File: src/wpm_pkg.sv
package wpm_pkg;

    // Pattern store geometry
    localparam int MAX_PATTERN = 64;
    localparam int ADDR_W      = $clog2(MAX_PATTERN);
    localparam int CNT_W       = $clog2(MAX_PATTERN + 1);
    localparam int SYM_W       = 8;

    // Special pattern symbols
    localparam logic [SYM_W-1:0] SYM_STAR = 8'h2A;
    localparam logic [SYM_W-1:0] SYM_ANY  = 8'h3F;

    // Operation codes carried in tuser
    typedef enum logic [1:0] {
        OP_CLEAR  = 2'd0,
        OP_APPEND = 2'd1,
        OP_START  = 2'd2,
        OP_TEXT   = 2'd3
    } t_op;

    // Controller to datapath commands
    typedef struct packed {
        logic take;         // latch symbol and overflow flag of the transaction
        logic flag_ovf;     // append dropped because the store is full
        logic clear_cnt;    // pattern length to zero
        logic append;       // write symbol at the end of the pattern
        logic begin_empty;  // start an empty-text column pass
        logic begin_text;   // start a text-byte column pass
        logic prime;        // issue the first pattern read
        logic step;         // update one prefix bit
        logic load_out;     // capture the result
    } t_cmd;

    // Datapath to controller status
    typedef struct packed {
        logic full;         // pattern store is full
        logic cnt_zero;     // pattern is empty
        logic last;         // current prefix is the whole pattern
    } t_sts;

endpackage

File: src/wildcard_pattern_match.sv
// Channel  Direction  Signals                        Contents
// s_axis   in         tvalid tready tdata[7:0]       tdata: symbol
//                     tuser[1:0]                     tuser: operation
// m_axis   out        tvalid tready tdata[7:0]       tdata: matched, overflow, zeros
//
// A clear, a full-store append, or a start or text byte with an empty pattern goes straight to finish.
// Other items prime a pattern read, then step through every prefix of the pattern (after the append):
// the column is walked one prefix bit per cycle, each step reading one pattern byte.
// Reset is synchronous and active low; the pattern store keeps no reset value.
// A finished result waits in the output register; the next item is accepted while it
// waits, and only the next result holds until the output side takes the previous one.
module wildcard_pattern_match (
    input  logic                      i_clk,
    input  logic                      i_rst_n,
    input  logic                      i_s_axis_tvalid,
    output logic                      o_s_axis_tready,
    input  logic [7:0]                i_s_axis_tdata,   // [7:0] symbol
    input  logic [1:0]                i_s_axis_tuser,   // [1:0] operation
    output logic                      o_m_axis_tvalid,
    input  logic                      i_m_axis_tready,
    output logic [7:0]                o_m_axis_tdata    // [0] matched, [1] overflow
);
    import wpm_pkg::*;

    t_cmd cmd;
    t_sts sts;
    t_op  op;
    logic matched;
    logic overflow;

    assign op = t_op'(i_s_axis_tuser);

    wpm_ctrl u_ctrl (
        .i_clk       (i_clk),
        .i_rst_n     (i_rst_n),
        .i_in_valid  (i_s_axis_tvalid),
        .i_op        (op),
        .i_out_ready (i_m_axis_tready),
        .i_sts       (sts),
        .o_in_ready  (o_s_axis_tready),
        .o_out_valid (o_m_axis_tvalid),
        .o_cmd       (cmd)
    );

    wpm_datapath u_dp (
        .i_clk      (i_clk),
        .i_rst_n    (i_rst_n),
        .i_cmd      (cmd),
        .i_symbol   (i_s_axis_tdata),
        .o_sts      (sts),
        .o_matched  (matched),
        .o_overflow (overflow)
    );

    // Pack the result
    assign o_m_axis_tdata = {6'b0, overflow, matched};

endmodule

File: src/wpm_ram.sv
module wpm_ram #(
    parameter int WIDTH = 8,
    parameter int DEPTH = 64
) (
    input  logic                     i_clk,
    input  logic                     i_we,
    input  logic [$clog2(DEPTH)-1:0] i_waddr,
    input  logic [WIDTH-1:0]         i_wdata,
    input  logic [$clog2(DEPTH)-1:0] i_raddr,
    output logic [WIDTH-1:0]         o_rdata
);

    logic [WIDTH-1:0] r_mem [DEPTH];
    logic [WIDTH-1:0] r_rdata;

    // Write port and registered read port
    always_ff @(posedge i_clk) begin
        if (i_we) begin
            r_mem[i_waddr] <= i_wdata;
        end
        r_rdata <= r_mem[i_raddr];
    end

    assign o_rdata = r_rdata;

endmodule

File: src/wpm_datapath.sv
module wpm_datapath (
    input  logic                       i_clk,
    input  logic                       i_rst_n,
    input  wpm_pkg::t_cmd              i_cmd,
    input  logic [wpm_pkg::SYM_W-1:0]  i_symbol,
    output wpm_pkg::t_sts              o_sts,
    output logic                       o_matched,
    output logic                       o_overflow
);
    import wpm_pkg::*;

    logic [CNT_W-1:0]     r_count, n_count;
    logic [CNT_W-1:0]     r_idx, n_idx;
    logic [MAX_PATTERN:0] r_bits, n_bits;
    logic                 r_diag, n_diag;
    logic                 r_prev, n_prev;
    logic                 r_text, n_text;
    logic [SYM_W-1:0]     r_sym, n_sym;
    logic                 r_ovf, n_ovf;
    logic                 r_matched, n_matched;
    logic                 r_ovf_out, n_ovf_out;

    logic [SYM_W-1:0]     pat;
    logic [CNT_W-1:0]     rd_ptr;
    logic                 old_bit;
    logic                 new_bit;
    logic                 is_star;

    // Pattern store
    assign rd_ptr = i_cmd.prime ? (r_idx - CNT_W'(1)) : r_idx;

    wpm_ram #(
        .WIDTH (SYM_W),
        .DEPTH (MAX_PATTERN)
    ) u_store (
        .i_clk   (i_clk),
        .i_we    (i_cmd.append),
        .i_waddr (r_count[ADDR_W-1:0]),
        .i_wdata (i_symbol),
        .i_raddr (rd_ptr[ADDR_W-1:0]),
        .o_rdata (pat)
    );

    // One prefix bit of the column
    assign is_star = (pat == SYM_STAR);
    assign old_bit = r_bits[r_idx];

    always_comb begin
        if (r_text) begin
            if (is_star) begin
                new_bit = old_bit | r_prev;
            end else if (pat == SYM_ANY || pat == r_sym) begin
                new_bit = r_diag;
            end else begin
                new_bit = 1'b0;
            end
        end else begin
            new_bit = r_prev & is_star;
        end
    end

    // Next-state logic
    always_comb begin
        n_count   = r_count;
        n_idx     = r_idx;
        n_bits    = r_bits;
        n_diag    = r_diag;
        n_prev    = r_prev;
        n_text    = r_text;
        n_sym     = r_sym;
        n_ovf     = r_ovf;
        n_matched = r_matched;
        n_ovf_out = r_ovf_out;

        if (i_cmd.take) begin
            n_sym = i_symbol;
            n_ovf = i_cmd.flag_ovf;
        end
        if (i_cmd.clear_cnt) begin
            n_count = '0;
        end
        if (i_cmd.append) begin
            n_count = r_count + CNT_W'(1);
        end
        if (i_cmd.begin_empty) begin
            n_bits    = '0;
            n_bits[0] = 1'b1;
            n_prev    = 1'b1;
            n_text    = 1'b0;
            n_idx     = CNT_W'(1);
        end
        if (i_cmd.begin_text) begin
            n_diag    = r_bits[0];
            n_bits[0] = 1'b0;
            n_prev    = 1'b0;
            n_text    = 1'b1;
            n_idx     = CNT_W'(1);
        end
        if (i_cmd.step) begin
            n_bits[r_idx] = new_bit;
            n_diag        = old_bit;
            n_prev        = new_bit;
            n_idx         = r_idx + CNT_W'(1);
        end
        if (i_cmd.load_out) begin
            n_matched = r_bits[r_count];
            n_ovf_out = r_ovf;
        end
    end

    // Control registers
    always_ff @(posedge i_clk) begin
        if (!i_rst_n) begin
            r_count   <= '0;
            r_idx     <= '0;
            r_bits    <= (MAX_PATTERN + 1)'(1);
            r_text    <= 1'b0;
        end else begin
            r_count   <= n_count;
            r_idx     <= n_idx;
            r_bits    <= n_bits;
            r_text    <= n_text;
        end
    end

    // Payload registers
    always_ff @(posedge i_clk) begin
        r_diag    <= n_diag;
        r_prev    <= n_prev;
        r_sym     <= n_sym;
        r_ovf     <= n_ovf;
        r_matched <= n_matched;
        r_ovf_out <= n_ovf_out;
    end

    assign o_sts.full     = (r_count == CNT_W'(MAX_PATTERN));
    assign o_sts.cnt_zero = (r_count == '0);
    assign o_sts.last     = (r_idx == r_count);
    assign o_matched      = r_matched;
    assign o_overflow     = r_ovf_out;

endmodule

File: src/wpm_ctrl.sv
module wpm_ctrl (
    input  logic           i_clk,
    input  logic           i_rst_n,
    input  logic           i_in_valid,
    input  wpm_pkg::t_op   i_op,
    input  logic           i_out_ready,
    input  wpm_pkg::t_sts  i_sts,
    output logic           o_in_ready,
    output logic           o_out_valid,
    output wpm_pkg::t_cmd  o_cmd
);
    import wpm_pkg::*;

    typedef enum logic [1:0] {
        S_IDLE,
        S_PRIME,
        S_STEP,
        S_FINISH
    } t_state;

    t_state r_state, n_state;
    logic   r_out_valid, n_out_valid;
    logic   accept;
    logic   out_free;

    assign accept   = i_in_valid && (r_state == S_IDLE);
    assign out_free = !r_out_valid || i_out_ready;

    // Decode commands and next state
    always_comb begin
        o_cmd       = '0;
        n_state     = r_state;
        n_out_valid = r_out_valid && !i_out_ready;

        case (r_state)
            S_IDLE: begin
                if (accept) begin
                    o_cmd.take = 1'b1;
                    case (i_op)
                        OP_CLEAR: begin
                            o_cmd.clear_cnt   = 1'b1;
                            o_cmd.begin_empty = 1'b1;
                            n_state           = S_FINISH;
                        end
                        OP_APPEND: begin
                            if (i_sts.full) begin
                                o_cmd.flag_ovf = 1'b1;
                                n_state        = S_FINISH;
                            end else begin
                                o_cmd.append      = 1'b1;
                                o_cmd.begin_empty = 1'b1;
                                n_state           = S_PRIME;
                            end
                        end
                        OP_START: begin
                            o_cmd.begin_empty = 1'b1;
                            n_state = i_sts.cnt_zero ? S_FINISH : S_PRIME;
                        end
                        default: begin
                            o_cmd.begin_text = 1'b1;
                            n_state = i_sts.cnt_zero ? S_FINISH : S_PRIME;
                        end
                    endcase
                end
            end
            S_PRIME: begin
                o_cmd.prime = 1'b1;
                n_state     = S_STEP;
            end
            S_STEP: begin
                o_cmd.step = 1'b1;
                if (i_sts.last) begin
                    n_state = S_FINISH;
                end
            end
            S_FINISH: begin
                // Hold here while the previous result is still waiting
                if (out_free) begin
                    o_cmd.load_out = 1'b1;
                    n_out_valid    = 1'b1;
                    n_state        = S_IDLE;
                end
            end
            default: begin
                n_state = S_IDLE;
            end
        endcase
    end

    // State and output valid
    always_ff @(posedge i_clk) begin
        if (!i_rst_n) begin
            r_state     <= S_IDLE;
            r_out_valid <= 1'b0;
        end else begin
            r_state     <= n_state;
            r_out_valid <= n_out_valid;
        end
    end

    assign o_in_ready  = (r_state == S_IDLE);
    assign o_out_valid = r_out_valid;

endmodule

File: config.mk
export PLATFORM = sky130hd
export DESIGN_NAME = wildcard_pattern_match
export DESIGN_NICKNAME = d
export VERILOG_FILES = /design/src/wpm_pkg.sv /design/src/wildcard_pattern_match.sv /design/src/wpm_ram.sv /design/src/wpm_datapath.sv /design/src/wpm_ctrl.sv
export SDC_FILE = /design/constraint.sdc
export NUM_CORES = 1
export LEC_CHECK = 0
export BUFFER_PORTS_ARGS = -buffer_cell sky130_fd_sc_hd__buf_2
export CAP_MARGIN = 10
export CORE_MARGIN = 3
export CORE_UTILIZATION = 60
export CTS_CLUSTER_SIZE = 10
export DETAILED_ROUTE_END_ITERATION = 16
export PLACE_DENSITY_LB_ADDON = 0.08
export SYNTH_ARGS = -nofsm -noshare
export SYNTH_HDL_FRONTEND = slang
export SYNTH_SLANG_ARGS = --single-unit
File: constraint.sdc
create_clock -name i_clk -period 3.85 [get_ports i_clk]
set_input_delay 0.385 -clock i_clk [delete_from_list [all_inputs] [get_ports i_clk]]
set_output_delay 0.385 -clock i_clk [all_outputs]
set_load 0.02 [all_outputs]
After elaboration in Yosys (flattened, before gate mapping). Memory sizes are Yosys's and may differ from the RTL's. A register that Yosys moved wholly into a read port is not among the register bits. Index checks and enable logic that the tools add are counted.

Shift-type cells: 0. Equality and inequality tests: 13. Reduce and logical (&&, ||, !) cells: 18. Add/sub/neg operators: 3. Mux-type cells: 50. $lt $le $gt $ge: 3. Multiply operators: 0. Bitwise gates (word level): 2. Div/mod/pow operators: 0.

Operator list (number): $mux 65 (2); $bwmux 65 (1); $mux 7 (5); $mux 1 (27); $mux 6 (3); $eq 8x6->1 const B (2); $lt 7x8->1 const B (2); $add 7x1->7 const B (2); $bmux 1 s7 (2); $mux 2 (6); $eq 8x8->1 (1); $pmux 2 s4 (1); $demux 1 s7 (1); $eq 7x7->1 (1); $eq 7x7->1 const B (1); $ge 7x1->1 const B (1); $logic_not 7->1 (1); $eq 2x2->1 const B (3); $reduce_and 3->1 (2); $reduce_bool 2->1 (3); $sub 6x1->6 const B (1); $eq 2x1->1 const B (2); $logic_not 2->1 (2); $ne 2x1->1 const B (2); 11 further kinds (15).

Bits in registers: 96. Bits in writable memories: 512. Memories: 1. Bits in latches: 0. Bits in read-only memories: 0. Logic and storage cells: 102.

Memory list: u_dp.u_store.r_mem (words 64, width 8, rd ports 1, clocked after memory_dff 1, write ports 1, RTL line wpm_ram.sv:13) `logic [WIDTH-1:0] r_mem [DEPTH];`.

Logic depth before layout (Yosys ltp). Gate-level depths: netlist of the first run.

Depth after elaboration: 9. Depth in mapped cells: 12.

Hierarchy. A second synthesis of the first run with hierarchy kept.

Cell total of the unflattened synthesis: 1570. Area, all modules: 25774.7 um^2.

Modules (own cells, without submodules): wpm_ram (times used 1, cells each 940, area an instance 20166.8 um^2); wpm_datapath (times used 1, cells each 584, area an instance 5262.5 um^2); wpm_ctrl (times used 1, cells each 37, area an instance 281.5 um^2); wildcard_pattern_match (times used 1, cells each 9, area an instance 63.8 um^2).

Worst setup path after synthesis of the first run. No wires, ideal clock.

Kind: register -> register. Start: register u_dp.r_idx[1]. End: register u_dp.u_store.r_rdata[2], in the netlist u_dp.u_store.o_rdata[2] (read register of u_dp.u_store.r_mem). Data arrival time: 2.824 ns. Slack: 0.907 ns. Clock period less this slack: 2.943 ns. Path buffers: 4. Library setup time: 0.120 ns. Cell stages (with the launch flop): 12. Data required time: 3.730 ns. Path through: dfxtp_1 > buf_2 > buf_4 > inv_1 > ha_1 > a21oi_1 > clkbuf_1 > clkbuf_1 > mux4_2 > mux4_2 > a22oi_1 > nand2_1.

Cells in the longest elaborated chain, start to end: 2.

RTL lines: start, declared (RTL line wpm_datapath.sv:13) `logic [CNT_W-1:0] r_idx, n_idx;`; start signal, assigned (RTL line wpm_datapath.sv:120) `r_idx <= n_idx;`; $sub 6x1->6 (RTL line wpm_datapath.sv:30) `assign rd_ptr = i_cmd.prime ? (r_idx - CNT_W'(1)) : r_idx;`; $mux 6 (*) (RTL line wpm_datapath.sv:30); end, declared (RTL line wpm_ram.sv:14) `logic [WIDTH-1:0] r_rdata;`.

Mark *: on every way between the ends. The rest lies on a longest branch, timed or not. A chain may end at the register's enable or synchronous reset.

Worst setup path after layout of the first run.
Start: register u_dp.r_idx[1]. End: register u_dp.u_store.r_rdata[1], in the netlist u_dp.u_store.o_rdata[1] (read register of u_dp.u_store.r_mem).

The elaborated chain is that of the path after synthesis.

==> key figures, run 1 <==
Run status
  • Status: completed

Setup path
  • Worst setup startpoint: u_dp.r_idx[1]
  • Crit path max fanout: 22
  • CP max-delay cell: a21oi_4
  • Reg-to-Reg Start: u_dp.r_idx[1]
  • R2r endpoint: u_dp.u_store.o_rdata[1]
  • FF-to-FF setup slack: 250 ps
  • CP cell instances: inv_1 > ha_1 > a21oi_4 > buf_4 > mux4_2 > mux4_2 > a22oi_1 > nand2_1
  • R2R depth: 8
  • Worst Setup End Kind: flip-flop
  • Setup CP Type: flip-flop to flip-flop
  • CP max stage delay: 620 ps
  • CP Data Required Time: 4300 ps
  • Critical path arrival: 4050 ps
  • Most frequent cell on the critical path: mux4_2
  • Worst Setup EP: u_dp.u_store.o_rdata[1]
  • CP startpoint kind: flip-flop

CTS
  • CTS Hold Bufs: 0
  • TritonCTS buffer count: 71
  • Clk sinks: 616
  • Max Buffers Root-to-Sink: 3
  • Post-cts resize count: 0
  • Clock transition at path regs: 60 ps
  • Setup Buffers After CTS: 0
  • CTS tree: done
  • H-tree Lvls: 3
  • Clk Latency, worst-skew pair: 580 ps
  • Root Driver: clkbuf_16

Placed design
  • Dpl hpwl: 37.85 mm
  • GPL Wtd Cong: 0.8951
  • Input/output buffers: 17
  • Post-Place Cell Area: 0.02676 mm²

Cells and area
  • Area grow syn2layout: 13.46%
  • Fill count: 2709
  • Post-route cell area: 0.02884 mm²
  • Share of cells above drive strength 1: 25.14%
  • Layout net count: 1646
  • Diode count: 0

Pwr
  • Leakage power figure: 9.287 nW
  • Sw frac: 29.04%
  • NetSw: 5.833 mW
  • Comb pwr share: 33.1%
  • Clock power frac: 29.8%
  • Internal power: 14.25 mW
  • Flop pwr share: 37.1%
  • Worst vdd ir: 0.4482 mV
  • Pwr/cell area: 696.2 mW/mm²

Detailed routing
  • Via density: 6.569
  • Initial DRC count: 1631
  • Final antenna-violating net count: 0
  • Total length of routed wires: 60.44 mm
  • Routed via count: 14370
  • Wire length per cell: 27.64 µm
  • Initial DRT Pass Iterations: 5
  • DRC violations left: 0

Logic synthesis
  • Top cells by area, synth: edfxtp_1 (62%), mux4_2 (15%), dfxtp_1 (7.2%)
  • Asr flop ratio synth: 0%
  • Main synth FF type: edfxtp_1
  • Post-Syn Instances: 1503
  • Sequential area share after synthesis: 69.18%
  • Mapped Area: 0.02542 mm²
  • Syn_area_per_cell: 16.91 µm²
  • Count of cell types in the netlist: 67
  • Top post-synthesis cells by count: edfxtp_1 (525), mux4_2 (173), nor2_1 (104), nand2_1 (102)
  • EDFF count, synth: 525
  • #FFs+latches synth: 616
  • Count leader, synth: edfxtp_1
  • Yosys top cell area share: 62.01%
  • Synth Warn #: 0
  • Area leader, netlist: edfxtp_1

Die
  • Die Width: 211.8 µm
  • # IOs: 24
  • CORE AREA: 0.04139 mm²
  • Initial core utilization: 61.43%
  • DIE AREA: 0.04488 mm²
  • Site Rows: 74
  • Die H: 211.8 µm

Global route
  • Number of antenna violations at the first check in global routing: 2
  • Overall global routing resource usage: 27.97%
  • First-pass GRT wire length: 91.70 mm
  • Remaining global-route overflow: 0
  • Largest net degree at the start of global routing: 66
  • Vias in the first global route: 14440

STA
  • Total negative slack: 0 ps
  • Unrepaired setup endpoints after global routing: false
  • Final Max Slew Viols: 0
  • Worst rel slew slack: 17.25%
  • # setup viols final: 0
  • Final hold violation count: 0
  • Maximum clock rate: 278.0 MHz
  • Fin crit period: 3597 ps
  • Worst Tran Pin Value: 1241 ps
  • Clock Skews: 20.36 ps
  • Final Cycle Share: 93.43%

Worst hold path
  • Worst hold path type: input port to flip-flop

Job
  • Max-Cap Viols: 0
[how the worst min path moves through the flow]
stage	from	endpoint	slack [ps]	depth (start not counted)
finish	i_rst_n	u_dp.r_idx[3]	100	3
detailed placement	u_dp.r_ovf	u_dp.o_overflow	410	0
global route	i_rst_n	u_dp.r_idx[6]	100	3
CTS	i_rst_n	u_dp.r_idx[3]	70	3
global placement	u_dp.r_ovf	u_dp.o_overflow	410	0
floorplan	u_dp.r_ovf	u_dp.o_overflow	400	0
[cell usage in the layout (no fill, tap or decap), types with 23 or more instances in the layout]
| cell | netlist | routed |
|---|---|---|
| a22oi_1 | 23 | 23 |
| mux4_2 | 173 | 173 |
| nand3_1 | 85 | 85 |
| nand2_1 | 102 | 102 |
| clkbuf_1 | 44 | 26 |
| edfxtp_1 | 525 | 525 |
| o21ai_0 | 91 | 91 |
| dfxtp_1 | 91 | 91 |
| nor2_1 | 104 | 104 |
| buf_4 | 23 | 110 |
| clkbuf_16 | 0 | 75 |
[registers in the layout, summed over array words and instances, names as in the netlist]
register	cells
u_dp.r_diag	1
u_dp.u_store.o_rdata	8
u_dp.o_overflow	1
u_dp.r_idx	7
u_dp.r_sym	8
u_dp.r_count	7
u_dp.r_ovf	1
u_dp.r_prev	1
u_ctrl.r_state	2
u_dp.r_text	1
u_dp.u_store.r_mem	512
u_dp.r_bits	65
u_dp.o_matched	1
u_ctrl.o_out_valid	1
[power groups by stage]
stage,registers (mW),clock network [mW],logic (mW)
detailed placement,7.59,0,6.69
floorplan,7.56,0,4.68
CTS,7.45,6.10,6.72
global route,7.46,6.37,7.05
finish,7.46,5.99,6.64
global placement,7.59,0,6.64
[cell type report]
type / count / area (µm²) / share of cell area (%)
multi-input cells: 780 / 7357 / 25.51
well taps: 532 / 665.6 / 2.308
repair buffers: 140 / 1151 / 3.991
flip-flops and latches: 616 / 17590 / 60.97
clock buffers: 103 / 2002 / 6.941
inverters: 14 / 52.55 / 0.1822
clock inverters: 2 / 28.78 / 0.09977
[cells by family after synthesis]
group | share of synthesized area, %
DFF | 69.18
and+or+nand+nor | 6.728
muxes | 16.28
AOI/OAI and AO/OA | 4.292
buffers and inverters | 2.249
xor gates and xnor gates | 0.8219
adders and majority gates | 0.4429
other | 0.01475
[through the flow]
| stage | instances | worst slack, ps | utilization (%) | hold WS (ps) | total power [mW] |
|---|---|---|---|---|---|
| global placement | 2079 | 344.9 | 64.66 | 410.9 | 14.23 |
| finish | 2187 | 253.1 | 69.69 | 95.19 | 20.08 |
| floorplan | 1508 | 906.6 | - | 400.3 | 12.24 |
| detailed placement | 2079 | 254.1 | 64.66 | 408.4 | 14.28 |
| CTS | 2184 | 251.1 | 69.57 | 70.78 | 20.27 |
| global route | 2187 | 74.33 | 69.69 | 98.57 | 20.88 |
[critical path, delay by kind of cell (launching register included)]
family	cells	cell delay, ps
fa+ha+maj	1	360
flops	1	560
mux	2	860
buf+inv	2	620
simple gates	1	90
compound gates	2	980
[per-layer routing]
metal | global-route usage (%) | vias to the layer above | routed length [µm] | part of all wire [%]
met5 | 0 | - | 27 | 0.045
met4 | 8.730 | 4 | 1588 | 2.6
met3 | 5.705 | 124 | 4934 | 8.2
met2 | 44.90 | 667 | 29490 | 49
met1 | 39.55 | 7378 | 24400 | 40
li1 | - | 6194 | - | -
No activity file was read; power rests on OpenSTA's default activity.
==> inputs of run 2 (changes only) <==
SYNTH_HIERARCHICAL = 1   (was default)
==> key figures, run 2 <==
Die
  • CORE AREA: 0.04223 mm²
  • # IOs: 24
  • Die H: 213.3 µm
  • Initial core utilization: 61.04%
  • Site Rows: 75
  • DIE AREA: 0.04548 mm²
  • Die Width: 213.3 µm

Logic synthesis
  • Yosys top cell area share: 61.17%
  • Main synth FF type: edfxtp_1
  • #FFs+latches synth: 616
  • EDFF count, synth: 525
  • Asr flop ratio synth: 0%
  • Mapped Area: 0.02577 mm²
  • Synth Warn #: 6
  • Top post-synthesis cells by count: edfxtp_1 (525), mux4_2 (150), nor2_1 (121), nand2_1 (102), dfxtp_1 (91)
  • Count of cell types in the netlist: 67
  • Top cells by area, synth: edfxtp_1 (61%), mux4_2 (13%), dfxtp_1 (7.1%)
  • Post-Syn Instances: 1570
  • Sequential area share after synthesis: 68.23%
  • Syn_area_per_cell: 16.42 µm²
  • Count leader, synth: edfxtp_1
  • Area leader, netlist: edfxtp_1

Placed design
  • Dpl hpwl: 37.78 mm
  • Post-Place Worst Slack: 462.6 ps
  • GPL Wtd Cong: 0.8547
  • Input/output buffers: 17

Worst hold path
  • Worst hold path type: input port to flip-flop

Global route
  • M2 GR Usage: 43.51%
  • Remaining global-route overflow: 0
  • GR Util met1: 39.47%
  • Number of antenna violations at the first check in global routing: 0
  • Busiest grt layer: met2
  • Overall global routing resource usage: 27.50%
  • First-pass GRT wire length: 91.91 mm
  • GR Layer Usage met3: 4.746%
  • Vias in the first global route: 14680
  • Largest net degree at the start of global routing: 66

Job
  • Max-Cap Viols: 0

STA
  • # setup viols final: 0
  • Final Cycle Share: 90.33%
  • Worst rel slew slack: 22.83%
  • Worst Tran Pin Value: 1158 ps
  • Maximum clock rate: 287.5 MHz
  • Clock Skews: 18.07 ps
  • Final Max Slew Viols: 0
  • Total negative slack: 0 ps
  • Setup WS post-layout: 372.2 ps
  • Unrepaired setup endpoints after global routing: false
  • Final hold violation count: 0
  • Fin crit period: 3478 ps

Run status
  • Status: completed

Detailed routing
  • Routed via count: 14640
  • Total length of routed wires: 60.50 mm
  • DRC violations left: 0
  • Final antenna-violating net count: 0
  • Initial DRC count: 1420
  • Via density: 6.505
  • Initial DRT Pass Iterations: 5
  • Wire length per cell: 26.88 µm

CTS
  • Setup Buffers After CTS: 0
  • CTS tree: done
  • Root Driver: clkbuf_16
  • Clk sinks: 616
  • H-tree Lvls: 3
  • TritonCTS buffer count: 71
  • Post-cts resize count: 0
  • Max Buffers Root-to-Sink: 3
  • Clk Latency, worst-skew pair: 590 ps
  • CTS Hold Bufs: 0
  • Clock transition at path regs: 50 ps

Pwr
  • Pwr/cell area: 670.7 mW/mm²
  • Total power: 19.45 mW
  • Worst vdd ir: 0.5159 mV
  • Leakage power figure: 9.191 nW

Cells and area
  • Layout net count: 1707
  • Regs by FF count: u_dp/u_store/r_mem x512, u_dp/r_bits x65
  • Area grow syn2layout: 12.53%
  • Area taken by multi-input logic gates: 0.007631 mm²
  • Commonest non-fill, non-tap cells in the layout: edfxtp_1 (525), mux4_2 (150), nor2_1 (120)
  • Final core area utilization: 68.68%
  • Diode count: 0
  • Most common cell after layout, fill and taps aside: edfxtp_1
  • Max FFs per register: 512
  • Sequential Area: 0.01759 mm²
  • Fill count: 2874
  • Share of cells above drive strength 1: 25.29%
  • Largest register by flop count: u_dp/u_store/r_mem

Setup path
  • Worst Setup End Kind: flip-flop
  • CP Data Required Time: 4310 ps
  • Setup CP Type: flip-flop to flip-flop
  • Crit path max fanout: 32
  • CP startpoint kind: flip-flop
  • Critical path arrival: 3940 ps
==> run 2: changes by cell type after synthesis, sizes merged, moves of 12 or more <==
| cell | before | now |
|---|---|---|
| nor2 | 104 | 121 |
| a22oi | 23 | 7 |
| mux2i | 14 | 44 |
| nand2b | 4 | 16 |
| mux4 | 173 | 150 |
| o21ai | 91 | 78 |
==> run 2: worst max-delay path: stages (launching register included) <==
cell and delay, ps:
dfxtp_1 330, inv_1 90, ha_1 410, nor2_1 140, a21oi_4 570, buf_12 310
mux4_2 540, mux2_2 280, a221oi_1 530, o2bb2ai_1 130
==> run 2: logic make-up after synthesis <==
| logic type | share of synthesized area (%) |
|---|---|
| flops | 68.23 |
| simple gates | 7.422 |
| mux | 15.43 |
| compound gates | 5.301 |
| buf+inv | 2.534 |
| xor+xnor | 0.6796 |
| fa+ha+maj | 0.3884 |
| other cells | 0.01455 |
==> run 2: final timing paths <==
check	depth (start not counted)	from	slack, ps	to
max reg2reg	9	u_ctrl/r_state[1]	370	u_dp/u_store/o_rdata[0]
min	3	i_rst_n	110	u_ctrl/o_out_valid
min reg2reg	0	u_dp/r_ovf	420	u_dp/o_overflow
max	9	u_ctrl/r_state[1]	370	u_dp/u_store/o_rdata[0]
==> run 2: stage by stage <==
step | hold slack (ps) | cells | area, µm²
global route | 104.9 | 2251 | 29000
global placement | 424.2 | 2150 | 27030
floorplan | 400.3 | 1575 | 25790
finish | 113.3 | 2251 | 29000
detailed placement | 412.0 | 2150 | 27030
CTS | 79.15 | 2250 | 28980
==> run 2: final cells by class <==
cell class	count	share of cell area [%]
sequential	616	60.64
multi-input combinational	842	26.31
clock buffer	97	6.609
timing repair buffer	135	3.736
tap	539	2.325
inverter	19	0.2459
clock inverter	3	0.1294
==> run 2: where the power goes <==
part / leakage, nW / switching [mW] / total, mW / internal [mW]
clock network: 0.947 / 2.42 / 5.85 / 3.43
registers: 5.46 / 0.0864 / 7.46 / 7.37
logic: 2.79 / 3.26 / 6.14 / 2.88
total: 9.19 / 5.77 / 19.5 / 13.7
==> run 2: per-layer routing <==
layer | routed length (µm) | share of wire (%)
met4 | 1935 | 3.2
met5 | 0 | 0
met2 | 29090 | 48
met3 | 4135 | 6.8
met1 | 25340 | 42
==> inputs of run 3 (changes only) <==
--- a/config.mk
+++ b/config.mk
@@ -9,2 +9,3 @@
 export CAP_MARGIN = 10
+export CORE_ASPECT_RATIO = 0.5
 export CORE_MARGIN = 3
@@ -16,3 +17,2 @@
 export SYNTH_HDL_FRONTEND = slang
-export SYNTH_HIERARCHICAL = 1
 export SYNTH_SLANG_ARGS = --single-unit
==> constraint.sdc (replaced) <==
create_clock -name i_clk -period 3.85 [get_ports i_clk]
set_input_delay 0.77 -clock i_clk [delete_from_list [all_inputs] [get_ports i_clk]]
set_output_delay 0.77 -clock i_clk [all_outputs]
set_load 0.02 [all_outputs]
==> key figures, run 3 (same netlist as run 1, synthesis figures left out) <==
Run status
  • Status: completed

Die
  • Initial core utilization: 61.83%
  • Die Width: 297.1 µm
  • DIE AREA: 0.04503 mm²
  • # IOs: 24
  • CORE AREA: 0.04112 mm²
  • Die H: 151.6 µm
  • Site Rows: 52

STA
  • Final hold violation count: 0
  • Final Max Slew Viols: 0
  • Hold WS: 434.7 ps
  • Total negative slack: 0 ps
  • # setup viols final: 0
  • Final Cycle Share: 93.02%
  • Fin crit period: 3581 ps
  • Clock Skews: 17.36 ps
  • Worst rel slew slack: 15.93%
  • Unrepaired setup endpoints after global routing: false
  • Worst Tran Pin Value: 1261 ps
  • Maximum clock rate: 279.2 MHz
  • Setup WS post-layout: 268.9 ps

CTS
  • Max Buffers Root-to-Sink: 3
  • Clk Latency, worst-skew pair: 590 ps
  • Post-cts resize count: 0
  • Clk sinks: 616
  • CTS tree: done
  • TritonCTS buffer count: 71
  • Root Driver: clkbuf_16
  • H-tree Lvls: 3
  • CTS Hold Bufs: 0
  • Clock transition at path regs: 60 ps
  • Setup Buffers After CTS: 0

Global route
  • Remaining global-route overflow: 0
  • Vias in the first global route: 14410
  • Number of antenna violations at the first check in global routing: 2
  • Overall global routing resource usage: 27.96%
  • First-pass GRT wire length: 91.87 mm
  • Largest net degree at the start of global routing: 66

Pwr
  • Pwr/cell area: 698.9 mW/mm²
  • Internal power: 14.26 mW
  • Leakage power figure: 9.242 nW
  • Flop pwr share: 37.0%
  • Clock power frac: 30.1%
  • NetSw: 5.892 mW
  • Comb pwr share: 32.9%
  • Worst vdd ir: 0.3909 mV
  • Sw frac: 29.24%

Detailed routing
  • Routed via count: 14670
  • Met1 Routed Length: 25.34 mm
  • Initial DRT Pass Iterations: 7
  • Final antenna-violating net count: 0
  • Met2 Routed Length: 28.00 mm
  • Routed wl met3: 6.136 mm
  • Max Used Layer: met5
  • Wire length per cell: 27.48 µm
  • Initial DRC count: 1919
  • Total length of routed wires: 61.14 mm
  • DRC violations left: 0
  • Via density: 6.593

Setup path
  • R2r endpoint: u_dp.u_store.o_rdata[2]
  • Worst Setup End Kind: flip-flop
  • CP startpoint kind: flip-flop
  • Crit path max fanout: 16
  • Worst Setup EP: u_dp.u_store.o_rdata[2]
  • Critical path arrival: 4050 ps
  • FF-to-FF setup slack: 270 ps
  • R2R depth: 9
  • CP Data Required Time: 4320 ps
  • Reg-to-Reg Start: u_ctrl.r_state[1]
  • Setup CP Type: flip-flop to flip-flop
  • Worst setup startpoint: u_ctrl.r_state[1]

Cells and area
  • Diode count: 0
  • Max FFs per register: 512
  • Largest register by flop count: u_dp.u_store.r_mem
  • Non-filler instance count after layout: 2225
  • Layout net count: 1638
  • Most common cell after layout, fill and taps aside: edfxtp_1
  • Regs by FF count: u_dp.u_store.r_mem x512, u_dp.r_bits x65
  • Final core area utilization: 70.12%
  • Share of cells above drive strength 1: 24.61%
  • Area grow syn2layout: 13.41%
  • Commonest non-fill, non-tap cells in the layout: edfxtp_1 (525), mux4_2 (173), nor2_1 (104)

Placed design
  • Dpl hpwl: 37.90 mm
  • GPL Wtd Cong: 0.9271
  • Post-Place Worst Slack: 274.8 ps
  • Placed cell count: 2107
  • Input/output buffers: 17

Job
  • Max-Cap Viols: 0

Worst hold path
  • Worst hold path type: flip-flop to flip-flop
[run 3: changes by cell type in the layout (fill, tap and decap cells not counted), moves of 7 or more]
cell and delta:
a22oi_1 +16, clkbuf_1 +13, mux2i_1 -30, mux4_2 +23, nand2b_1 -10, nor2_1 -16, nor2b_1 -10, nor3_1 -7
o21ai_0 +46, o21ai_2 -30, o221ai_1 -7, o22ai_1 -7
[run 3: worst max-delay path, cell delays in order, from the launching register on]
cell and delay (ps):
dfxtp_1 380, inv_1 100, ha_1 370, xnor2_4 670
buf_12 270, buf_4 200, mux4_2 510, mux4_2 550
a22oi_1 320, nand2_1 80
[run 3: per-layer routing]
metal / vias to the layer above / track usage [%]
met5: - / 0
met4: 2 / 8.111
met3: 136 / 6.777
met2: 853 / 42.98
met1: 7482 / 40.73
li1: 6196 / -
[run 3: how the worst min path moves through the flow]
| stage | start | cells after the start | slack (ps) | to |
|---|---|---|---|---|
| after CTS | u_dp.r_ovf | 0 | 440 | u_dp.o_overflow |
| after floorplan | u_dp.r_ovf | 0 | 400 | u_dp.o_overflow |
| after global placement | u_dp.r_ovf | 0 | 430 | u_dp.o_overflow |
| final | u_dp.r_ovf | 0 | 430 | u_dp.o_overflow |
| after detailed placement | u_dp.r_ovf | 0 | 420 | u_dp.o_overflow |
| after global routing | u_dp.r_ovf | 0 | 440 | u_dp.o_overflow |
[run 3: layout make-up]
type | instances | area, µm²
clock buffer | 109 | 1941
clock inverter | 7 | 116.4
fill | 2661 | 12290
inverter | 14 | 52.55
multi-input combinational | 780 | 7357
sequential | 616 | 17590
tap | 567 | 709.4
timing repair buffer | 132 | 1069
[run 3: power by group through the flow]
| stage | registers (mW) | logic (mW) | clock network (mW) |
|---|---|---|---|
| after floorplan | 7.56 | 4.68 | 0 |
| after global placement | 7.58 | 6.53 | 0 |
| after detailed placement | 7.58 | 6.59 | 0 |
| after CTS | 7.45 | 6.66 | 6.16 |
| after global routing | 7.45 | 7.05 | 6.44 |
| final | 7.45 | 6.64 | 6.07 |
[run 3: per-stage QoR]
step           area, µm²  power (mW)
4_1_cts            28790       20.26
3_3_place_gp       26730       14.10
2_1_floorplan      25440       12.24
6_report           28830       20.15
3_5_place_dp       26740       14.18
5_1_grt            28830       20.94
